### config.mk
export PLATFORM = sky130hd
export DESIGN_NAME = text_encoding_sniffer
export DESIGN_NICKNAME = d
export VERILOG_FILES = /design/src/hdl/tes_pkg.sv /design/src/hdl/tes_regs.sv /design/src/hdl/tes_scan.sv /design/src/hdl/text_encoding_sniffer.sv
export SDC_FILE = /design/constraint.sdc
export NUM_CORES = 1
export LEC_CHECK = 0
export BUFFER_PORTS_ARGS = -buffer_cell sky130_fd_sc_hd__buf_2
export CAP_MARGIN = 15
export CORE_ASPECT_RATIO = 0.8
export CORE_MARGIN = 2
export CORE_UTILIZATION = 57
export CTS_CLUSTER_SIZE = 16
export DETAILED_ROUTE_END_ITERATION = 12
export HOLD_SLACK_MARGIN = 0.15
export PLACE_DENSITY = 0.89
export SYNTH_ARGS = -nofsm -noshare
export SYNTH_HDL_FRONTEND = slang
export SYNTH_HIERARCHICAL = 1
export SYNTH_SLANG_ARGS = --single-unit
export TNS_END_PERCENT = 30
### constraint.sdc
create_clock -name clk -period 5.6 [get_ports clk]
set_input_delay 0.28 -clock clk [delete_from_list [all_inputs] [get_ports clk]]
set_output_delay 0.28 -clock clk [all_outputs]
set_load 0.005 [all_outputs]
### src/hdl/tes_pkg.sv
// Shared types and constants for the text encoding sniffer.
// Used by every module under hdl; no dependencies.
`default_nettype none

package tes_pkg;

    localparam int CFG_ADDR_W = 3;
    localparam int CFG_DATA_W = 32;

    // Register index, taken from paddr above the byte offset bits
    localparam logic REG_CHAR_LIMIT = 1'b0;

    localparam logic [7:0] CHAR_LIMIT_RESET = 8'd100;

    localparam logic [7:0] BOM_UTF8_0 = 8'hEF;
    localparam logic [7:0] BOM_UTF8_1 = 8'hBB;
    localparam logic [7:0] BOM_UTF8_2 = 8'hBF;
    localparam logic [7:0] BOM_FF     = 8'hFF;
    localparam logic [7:0] BOM_FE     = 8'hFE;

    localparam logic [7:0] COUNT_MAX  = 8'hFF;

    typedef enum logic [1:0] {
        ENC_ANSI    = 2'd0,
        ENC_UTF8    = 2'd1,
        ENC_UTF16LE = 2'd2,
        ENC_UTF16BE = 2'd3
    } enc_t;

    typedef struct packed {
        logic [7:0] data_byte;
        logic       last;
    } in_item_t;

    typedef struct packed {
        enc_t       encoding;
        logic [1:0] mark_length;
    } out_item_t;

endpackage

`default_nettype wire

### src/hdl/tes_regs.sv
// Configuration register block (APB-style) holding char_limit.
// Depends on tes_pkg.
`default_nettype none

module tes_regs (
    input  wire                            clk,
    input  wire                            rst_n,
    input  wire                            psel,
    input  wire                            penable,
    input  wire                            pwrite,
    input  wire  [tes_pkg::CFG_ADDR_W-1:0] paddr,
    input  wire  [tes_pkg::CFG_DATA_W-1:0] pwdata,
    output logic [tes_pkg::CFG_DATA_W-1:0] prdata,
    output logic                           pready,
    output logic [7:0]                     char_limit
);
    import tes_pkg::*;

    logic [7:0] char_limit_reg;
    logic       reg_index;
    logic       wr_en;

    assign reg_index = paddr[CFG_ADDR_W-1];
    assign pready    = 1'b1;
    assign wr_en     = psel && penable && pwrite && pready && (reg_index == REG_CHAR_LIMIT);

    always_ff @(posedge clk or negedge rst_n)
    begin
        if (!rst_n)
        begin
            char_limit_reg <= CHAR_LIMIT_RESET;
        end
        else if (wr_en)
        begin
            char_limit_reg <= pwdata[7:0];
        end
    end

    always_comb
    begin
        prdata = '0;
        if (reg_index == REG_CHAR_LIMIT)
        begin
            prdata = {{(CFG_DATA_W-8){1'b0}}, char_limit_reg};
        end
    end

    assign char_limit = char_limit_reg;

endmodule

`default_nettype wire

### src/hdl/tes_scan.sv
// Per-stream sniffer state: mark capture, UTF-8 sequence check, verdict.
// Depends on tes_pkg.
`default_nettype none

module tes_scan (
    input  wire                 clk,
    input  wire                 rst_n,
    input  wire                 step,
    input  tes_pkg::in_item_t   item,
    input  wire  [7:0]          char_limit,
    output tes_pkg::out_item_t  result
);
    import tes_pkg::*;

    logic [1:0]  pos_reg,   pos_next;
    logic [23:0] head_reg,  head_next;
    logic [1:0]  pend_reg,  pend_next;
    logic        valid_reg, valid_next;
    logic        stop_reg,  stop_next;
    logic [7:0]  cnt_reg,   cnt_next;
    logic [7:0]  b;
    logic        ok;

    assign b = item.data_byte;

    always_comb
    begin
        pos_next   = (pos_reg == 2'd3) ? pos_reg : pos_reg + 2'd1;
        head_next  = head_reg;
        pend_next  = pend_reg;
        valid_next = valid_reg;
        stop_next  = stop_reg;
        cnt_next   = cnt_reg;

        case (pos_reg)
            2'd0:    head_next[7:0]   = b;
            2'd1:    head_next[15:8]  = b;
            2'd2:    head_next[23:16] = b;
            default: head_next        = head_reg;
        endcase

        if (!stop_reg)
        begin
            if (pend_reg != 2'd0)
            begin
                if (b[7:6] != 2'b10)
                begin
                    valid_next = 1'b0;
                    stop_next  = 1'b1;
                end
                else
                begin
                    pend_next = pend_reg - 2'd1;
                    if (pend_reg == 2'd1 && cnt_reg != COUNT_MAX)
                    begin
                        cnt_next = cnt_reg + 8'd1;
                    end
                end
            end
            else if (cnt_reg >= char_limit)
            begin
                stop_next = 1'b1;
            end
            else if (b[7])
            begin
                if (b[7:5] == 3'b110)
                begin
                    pend_next = 2'd1;
                end
                else if (b[7:4] == 4'b1110)
                begin
                    pend_next = 2'd2;
                end
                else if (b[7:3] == 5'b11110)
                begin
                    pend_next = 2'd3;
                end
                else
                begin
                    // stray continuation or 11111xxx lead
                    valid_next = 1'b0;
                    stop_next  = 1'b1;
                end
            end
        end
    end

    // verdict as of the byte in hand
    always_comb
    begin
        ok = valid_next && !(!stop_next && pend_next != 2'd0);
        result.encoding    = ENC_ANSI;
        result.mark_length = 2'd0;
        if (pos_next == 2'd3 && head_next[7:0] == BOM_UTF8_0
            && head_next[15:8] == BOM_UTF8_1 && head_next[23:16] == BOM_UTF8_2)
        begin
            result.encoding    = ENC_UTF8;
            result.mark_length = 2'd3;
        end
        else if (pos_next >= 2'd2 && head_next[7:0] == BOM_FF && head_next[15:8] == BOM_FE)
        begin
            result.encoding    = ENC_UTF16LE;
            result.mark_length = 2'd2;
        end
        else if (pos_next >= 2'd2 && head_next[7:0] == BOM_FE && head_next[15:8] == BOM_FF)
        begin
            result.encoding    = ENC_UTF16BE;
            result.mark_length = 2'd2;
        end
        else if (ok && cnt_next != 8'd0)
        begin
            result.encoding = ENC_UTF8;
        end
    end

    always_ff @(posedge clk or negedge rst_n)
    begin
        if (!rst_n)
        begin
            pos_reg   <= 2'd0;
            head_reg  <= '0;
            pend_reg  <= 2'd0;
            valid_reg <= 1'b1;
            stop_reg  <= 1'b0;
            cnt_reg   <= 8'd0;
        end
        else if (step)
        begin
            if (item.last)
            begin
                pos_reg   <= 2'd0;
                head_reg  <= '0;
                pend_reg  <= 2'd0;
                valid_reg <= 1'b1;
                stop_reg  <= 1'b0;
                cnt_reg   <= 8'd0;
            end
            else
            begin
                pos_reg   <= pos_next;
                head_reg  <= head_next;
                pend_reg  <= pend_next;
                valid_reg <= valid_next;
                stop_reg  <= stop_next;
                cnt_reg   <= cnt_next;
            end
        end
    end

endmodule

`default_nettype wire

### src/hdl/text_encoding_sniffer.sv
// A last byte is held in the input register, then its verdict is loaded into the result register.
// Throughput: one byte per cycle unless stalled; sniffer state updates once per byte.
// A stalled result holds the next last byte in the input register; other bytes keep flowing.
// Reset (rst_n low, asynchronous): stream state cleared, char_limit back to 100, no valid output.
// Top level; depends on tes_pkg, tes_regs, tes_scan.
`default_nettype none

module text_encoding_sniffer (
    input  wire                            clk,
    input  wire                            rst_n,
    input  wire                            in_valid,
    output logic                           in_stall,
    input  tes_pkg::in_item_t              in_item,
    output logic                           out_valid,
    input  wire                            out_stall,
    output tes_pkg::out_item_t             out_item,
    input  wire                            psel,
    input  wire                            penable,
    input  wire                            pwrite,
    input  wire  [tes_pkg::CFG_ADDR_W-1:0] paddr,
    input  wire  [tes_pkg::CFG_DATA_W-1:0] pwdata,
    output logic [tes_pkg::CFG_DATA_W-1:0] prdata,
    output logic                           pready
);
    import tes_pkg::*;

    logic       s1_valid_reg;
    in_item_t   s1_item_reg;
    logic       out_valid_reg;
    out_item_t  out_item_reg;
    out_item_t  scan_result;
    logic [7:0] char_limit;
    logic       out_free;
    logic       s1_move;
    logic       out_load;

    tes_regs u_regs (
        .clk        (clk),
        .rst_n      (rst_n),
        .psel       (psel),
        .penable    (penable),
        .pwrite     (pwrite),
        .paddr      (paddr),
        .pwdata     (pwdata),
        .prdata     (prdata),
        .pready     (pready),
        .char_limit (char_limit)
    );

    tes_scan u_scan (
        .clk        (clk),
        .rst_n      (rst_n),
        .step       (s1_move),
        .item       (s1_item_reg),
        .char_limit (char_limit),
        .result     (scan_result)
    );

    assign out_free = !out_valid_reg || !out_stall;
    // only a last byte needs room in the result register
    assign s1_move  = s1_valid_reg && (!s1_item_reg.last || out_free);
    assign out_load = s1_move && s1_item_reg.last;
    assign in_stall = s1_valid_reg && !s1_move;

    always_ff @(posedge clk or negedge rst_n)
    begin
        if (!rst_n)
        begin
            s1_valid_reg <= 1'b0;
        end
        else if (!in_stall)
        begin
            s1_valid_reg <= in_valid;
        end
    end

    always_ff @(posedge clk)
    begin
        if (!in_stall && in_valid)
        begin
            s1_item_reg <= in_item;
        end
    end

    always_ff @(posedge clk or negedge rst_n)
    begin
        if (!rst_n)
        begin
            out_valid_reg <= 1'b0;
        end
        else if (out_free)
        begin
            out_valid_reg <= out_load;
        end
    end

    always_ff @(posedge clk)
    begin
        if (out_load)
        begin
            out_item_reg <= scan_result;
        end
    end

    assign out_valid = out_valid_reg;
    assign out_item  = out_item_reg;

    a_last_waits_for_room: assert property (@(posedge clk) disable iff (!rst_n)
        s1_valid_reg && s1_item_reg.last && out_valid_reg && out_stall |-> in_stall)
        else $error("last byte advanced into an occupied result register");

    a_load_only_on_last: assert property (@(posedge clk) disable iff (!rst_n)
        out_load |-> s1_valid_reg && s1_item_reg.last && out_free)
        else $error("result loaded without a last byte");

    a_stall_needs_item: assert property (@(posedge clk) disable iff (!rst_n)
        in_stall |-> s1_valid_reg && s1_item_reg.last && out_valid_reg)
        else $error("input stalled with no pending result");

    a_result_follows_load: assert property (@(posedge clk) disable iff (!rst_n)
        out_load |=> out_valid_reg)
        else $error("loaded result not presented");

endmodule

`default_nettype wire
==> tab_implementation.tex <==
\begin{tabular}{lr}
\hline
Metric & Value \\
\hline
\multicolumn{2}{l}{\textbf{Yosys}} \\
\quad Yosys top cell by area & sky130\_fd\_sc\_hd\_\_dfrtp\_1 \\
\quad XOR/XNOR share of the synthesized area & 0.962\% \\
\quad Count of mapped cells out of synthesis & 374 \\
\quad EDFF count, synth & 13 \\
\quad Summed instance area of the synthesized netlist & 3510 sq um \\
\quad Warning count from the yosys run & 6 \\
\quad \#FFs+latches synth & around 60 \\
\quad Fraction of synthesis flops using an asynchronous set or reset pin & approximately four fifths \\
\quad Main combinational cell family by area after synthesis & simple AND/OR/NAND/NOR gates \\
\quad Area fraction of the dominant cell type after synthesis & between 30\% and 40\% \\
\quad Post-synthesis average cell area & around 9.4 sq um \\
\quad Share of the synthesized area in compound gates (AO/OA/AOI/OAI) & $\sim$16\% \\
\quad Arithmetic-cell share of the synthesized area counting full adders, half adders and majority gates & around 3.9\% \\
\quad Top post-synthesis cells by area & sky130\_fd\_sc\_hd\_\_dfrtp\_1 (31\%), sky130\_fd\_sc\_hd\_\_edfxtp\_1 (11\%), sky130\_fd\_sc\_hd\_\_nand2\_1 (6.7\%) \\
\quad Most frequently used flop master after synthesis & sky130\_fd\_sc\_hd\_\_dfrtp\_1 \\
\quad Share of synthesized area spent on multiplexers & under 10\% \\
\quad Distinct cell type count of the synthesized netlist & 58 \\
\quad Proportion of synthesized chip area in sequential cells & $\sim$45\% \\
\quad Area share of and/or/nand/nor cells after synthesis & between 20\% and 30\% \\
\multicolumn{2}{l}{\textbf{GRT}} \\
\quad Global routing usage summed across all routing layers & between 20\% and 30\% \\
\quad Via count of the first global-routing pass & 2755 \\
\quad Global-route wire length before repair & $\sim$13000 um \\
\quad Number of antenna violations at the first check in global routing & 0 \\
\quad Total grt overflow & 0 \\
\quad Pin count of the biggest net entering global routing & just under 50 \\
\multicolumn{2}{l}{\textbf{Power}} \\
\quad PD cells & about 310 nW/um\^{}2 \\
\quad Share of power burned in registers & about 48\% \\
\quad Leakage & approximately 0.0018 uW \\
\quad Clock power share & between 30\% and 40\% \\
\quad Int Pwr & between 800 and 900 uW \\
\quad Fraction of power spent switching nets & a little under a third \\
\quad Maximum resistive drop on vdd & about 0.21 mV \\
\quad Net Switching & $\sim$380 uW \\
\quad Combinational Power Share & roughly 22\% \\
\multicolumn{2}{l}{\textbf{Worst setup path}} \\
\quad Delay of the slowest cell on the worst path & 600 ps \\
\quad Slowest cell on the critical path & sky130\_fd\_sc\_hd\_\_or4b\_4 \\
\quad Biggest fanout along the worst timing path & 10 \\
\quad CP required & 5680 ps \\
\quad Series of cell instances along the critical path & inv\_1, ha\_1, or4b\_4, a211oi\_4, nand4\_2, mux2i\_1, nor3\_1, a211o\_1, o21ai\_1 \\
\quad Kind of start point of the critical path & flip-flop \\
\quad Crit path DAT & roughly 3000 ps \\
\quad Cell family contributing the most delay on the critical path & simple AND/OR/NAND/NOR gates \\
\quad Number of buffers and inverters on the critical path & 1 \\
\quad Worst Setup End Kind & flip-flop \\
\quad Reg-to-reg startpoint & u\_scan/pend\_reg[0] \\
\quad Setup Crit Path Kind & reg2reg \\
\quad Worst Setup SP & u\_scan/pend\_reg[0] \\
\multicolumn{2}{l}{\textbf{Clock tree}} \\
\quad Maximum level of the CTS H-tree & 3 \\
\quad Latest clock arrival within the worst-skew pair & between 300 and 400 ps \\
\quad Clock buffers created by TritonCTS & 9 \\
\quad Clock transition time at the flip-flop clock pins of the worst setup and hold paths & about 70 ps \\
\quad Number of gates resized after cts & 0 \\
\quad TritonCTS clock tree & built \\
\quad Count of clock tree sinks & 61 \\
\quad Clock root buffer & sky130\_fd\_sc\_hd\_\_clkbuf\_8 \\
\quad Post-CTS setup-driven buffer insertion count & 0 \\
\quad Bufs on Longest Clock Path & 2 \\
\quad Hold\_buf cts & 11 \\
\multicolumn{2}{l}{\textbf{Place}} \\
\quad Post-placement worst setup slack & around 2800 ps \\
\quad Port Buffer Count & 38 \\
\quad Dpl hpwl & between 5000 and 6000 um \\
\quad Cell count after placement & 481 \\
\quad Global placement routability congestion & 0.973 \\
\multicolumn{2}{l}{\textbf{Timing}} \\
\quad Share of the clock period used by the worst path & between 50\% and 60\% \\
\quad Setup\_tns & 0 ps \\
\quad Peak clock frequency supported by timing & around 340 MHz \\
\quad Post-Route Skew & 10.3 ps \\
\quad Headroom to the max-slew limit & between 20\% and 30\% \\
\quad RSZ-0062 raised after global routing & false \\
\quad Actual transition at the worst max-transition pin & roughly 1100 ps \\
\quad Final hold violation count & 0 \\
\quad Number of pins with negative max-slew slack in the final report & 0 \\
\quad Final critical-path required period & between 2000 and 3000 ps \\
\quad Total setup violations reported at the end of the flow & 0 \\
\quad Least setup slack across all paths after layout & 2690 ps \\
\multicolumn{2}{l}{\textbf{Floorplanning}} \\
\quad Site row count & 25 \\
\quad Boundary pin count & 90 \\
\quad Standard cell core area & between 5000 and 6000 sq um \\
\quad Horizontal extent of the die & $\sim$92 um \\
\quad Die height & roughly 74 um \\
\quad Effective utilization at floorplan & between 50 and 60\% \\
\quad Die outline area & between 6000 and 7000 sq um \\
\multicolumn{2}{l}{\textbf{Final layout}} \\
\quad Area added between synthesis and finish & 12.9\% \\
\quad Flip-flop count of the largest register, all copies and words added & 24 \\
\quad Final nets & approximately 480 \\
\quad Share of final-layout standard cells stronger than drive strength 1 & between 20\% and 30\% \\
\quad Antenna Cells & 0 \\
\quad Final cell count without fillers & slightly above 500 \\
\multicolumn{2}{l}{\textbf{Status}} \\
\quad Status & finished, final reports clean \\
\multicolumn{2}{l}{\textbf{Routing}} \\
\quad Number of routed nets with antenna violations & 0 \\
\quad Wire length reported by the detailed router & just under 8000 um \\
\quad Number of iterations in the first detailed-routing pass & 5 \\
\quad Residual DRC count & 0 \\
\quad DRT iter0 DRCs & approximately 310 \\
\quad Count of vias placed by the detailed router & 2896 \\
\quad Vias/cell & 5.70 \\
\quad Wire length per cell & $\sim$15 um \\
\multicolumn{2}{l}{\textbf{Flow run}} \\
\quad Number of violations of the max-capacitance limit & 0 \\
\multicolumn{2}{l}{\textbf{Hold path}} \\
\quad Hold crit path type & in2async \\
\hline
\end{tabular}
per-stage QoR:
stage	hold WS (ps)	instance area, sq um	utilization, %	total power, uW
floorplan	-15.6	3600	-	768
global placement	456	3660	61.6	813
detailed placement	458	3660	61.6	831
CTS	153	3960	66.7	1210
global route	151	3960	66.7	1280
finish	107	3960	66.7	1210
logic make-up after synthesis:
logic type               count (synthesis)
flip-flops                              61
AO/OA/AOI/OAI                           88
buffers and inverters                   57
AND/OR/NAND/NOR                        141
adder cells (fa/ha/maj)                 11
multiplexers                            11
other                                    2
XOR/XNOR                                 3
power groups by stage:
stage | Combinational (uW) | Clock, uW | Sequential (uW)
finish | 262 | 376 | 577
global route | 293 | 404 | 586
CTS | 257 | 382 | 574
detailed placement | 249 | 0 | 582
global placement | 234 | 0 | 579
floorplan | 208 | 0 | 560
placed cells by master (no fill, tap or decap), types with 2 or more instances in the layout:
master / synthesis / final
sky130_fd_sc_hd__nor2_1: 15 / 15
sky130_fd_sc_hd__mux2i_1: 2 / 2
sky130_fd_sc_hd__o22ai_1: 3 / 3
sky130_fd_sc_hd__a31oi_1: 3 / 2
sky130_fd_sc_hd__clkinv_2: 0 / 4
sky130_fd_sc_hd__dlygate4sd3_1: 0 / 11
sky130_fd_sc_hd__inv_1: 21 / 21
sky130_fd_sc_hd__ha_1: 11 / 11
sky130_fd_sc_hd__nor4_1: 2 / 2
sky130_fd_sc_hd__a21o_1: 2 / 2
sky130_fd_sc_hd__edfxtp_1: 13 / 13
sky130_fd_sc_hd__nand2b_1: 4 / 4
sky130_fd_sc_hd__clkbuf_8: 0 / 9
sky130_fd_sc_hd__nor2b_1: 5 / 5
sky130_fd_sc_hd__a21oi_1: 16 / 16
sky130_fd_sc_hd__dfstp_2: 4 / 4
sky130_fd_sc_hd__and3_1: 5 / 5
sky130_fd_sc_hd__buf_2: 1 / 38
sky130_fd_sc_hd__and2b_2: 8 / 8
sky130_fd_sc_hd__nand3_1: 12 / 12
sky130_fd_sc_hd__nand4_2: 2 / 2
sky130_fd_sc_hd__o21ai_0: 34 / 34
sky130_fd_sc_hd__dfrtp_1: 44 / 44
sky130_fd_sc_hd__o21a_1: 2 / 2
sky130_fd_sc_hd__mux2_2: 9 / 9
sky130_fd_sc_hd__o21ai_1: 4 / 4
sky130_fd_sc_hd__nand4_1: 5 / 5
sky130_fd_sc_hd__nor3_1: 8 / 8
sky130_fd_sc_hd__and2_1: 3 / 3
sky130_fd_sc_hd__o211ai_1: 3 / 3
sky130_fd_sc_hd__o31ai_1: 5 / 5
sky130_fd_sc_hd__xnor2_1: 2 / 2
sky130_fd_sc_hd__conb_1: 2 / 25
sky130_fd_sc_hd__or2_2: 3 / 3
sky130_fd_sc_hd__a311oi_1: 2 / 2
sky130_fd_sc_hd__nand2_1: 63 / 63
synthesized netlist by cell type (3+ instances only):
library cell and n:
sky130_fd_sc_hd__mux2_2 9, sky130_fd_sc_hd__o21ai_1 4, sky130_fd_sc_hd__dfstp_2 4, sky130_fd_sc_hd__edfxtp_1 13, sky130_fd_sc_hd__and2_1 3, sky130_fd_sc_hd__buf_4 25, sky130_fd_sc_hd__and3_1 5, sky130_fd_sc_hd__inv_1 21
sky130_fd_sc_hd__nand3_1 12, sky130_fd_sc_hd__nand2b_1 4, sky130_fd_sc_hd__ha_1 11, sky130_fd_sc_hd__nor2_1 15, sky130_fd_sc_hd__o22ai_1 3, sky130_fd_sc_hd__dfrtp_1 44, sky130_fd_sc_hd__o211ai_1 3, sky130_fd_sc_hd__or2_2 3
sky130_fd_sc_hd__o31ai_1 5, sky130_fd_sc_hd__a31oi_1 3, sky130_fd_sc_hd__and2b_2 8, sky130_fd_sc_hd__nor3_1 8, sky130_fd_sc_hd__a21oi_1 16, sky130_fd_sc_hd__nand4_1 5, sky130_fd_sc_hd__nand2_1 63, sky130_fd_sc_hd__o21ai_0 34
sky130_fd_sc_hd__clkbuf_1 8, sky130_fd_sc_hd__nor2b_1 5
worst register-to-register path, stage by stage (launching register included):
cell and delay, ps:
sky130_fd_sc_hd__dfrtp_1 410, sky130_fd_sc_hd__inv_1 90, sky130_fd_sc_hd__ha_1 310, sky130_fd_sc_hd__or4b_4 600
sky130_fd_sc_hd__a211oi_4 380, sky130_fd_sc_hd__nand4_2 220, sky130_fd_sc_hd__mux2i_1 160, sky130_fd_sc_hd__nor3_1 260
sky130_fd_sc_hd__a211o_1 170, sky130_fd_sc_hd__o21ai_1 70
layer usage:
metal | vias to the layer above | track usage, % | share of wire (%)
li1 | 1362 | - | -
met1 | 1344 | 32.5 | 43
met2 | 167 | 39.7 | 46
met3 | 23 | 8.00 | 9.1
met4 | 0 | 9.29 | 2.5
met5 | - | 0 | 0
path summary, 6_finish.rpt:
kind | endpoint | slack [ps] | cells past startpoint
worst max-delay path | out_item[2] | 2690 | 9
worst min-delay path | u_regs/char_limit[3] | 110 | 1
worst max register to register | out_item[2] | 2690 | 9
worst min register to register | u_scan/head_reg[3] | 480 | 2
max in group asynchronous | u_scan/cnt_reg[5] | 4820 | 1
min in group clk | u_regs/char_limit[4] | 170 | 2
layout make-up:
| cell class | count | area, sq um |
|---|---|---|
| Fill cell | 468 | 1980 |
| Multi-Input combinational cell | 279 | 1690 |
| Sequential cell | 61 | 1600 |
| Timing Repair Buffer | 50 | 308 |
| Clock buffer | 9 | 124 |
| Tap cell | 81 | 101 |
| Inverter | 21 | 78.8 |
| Clock inverter | 7 | 66.3 |
(Power assumes the default switching activity.)
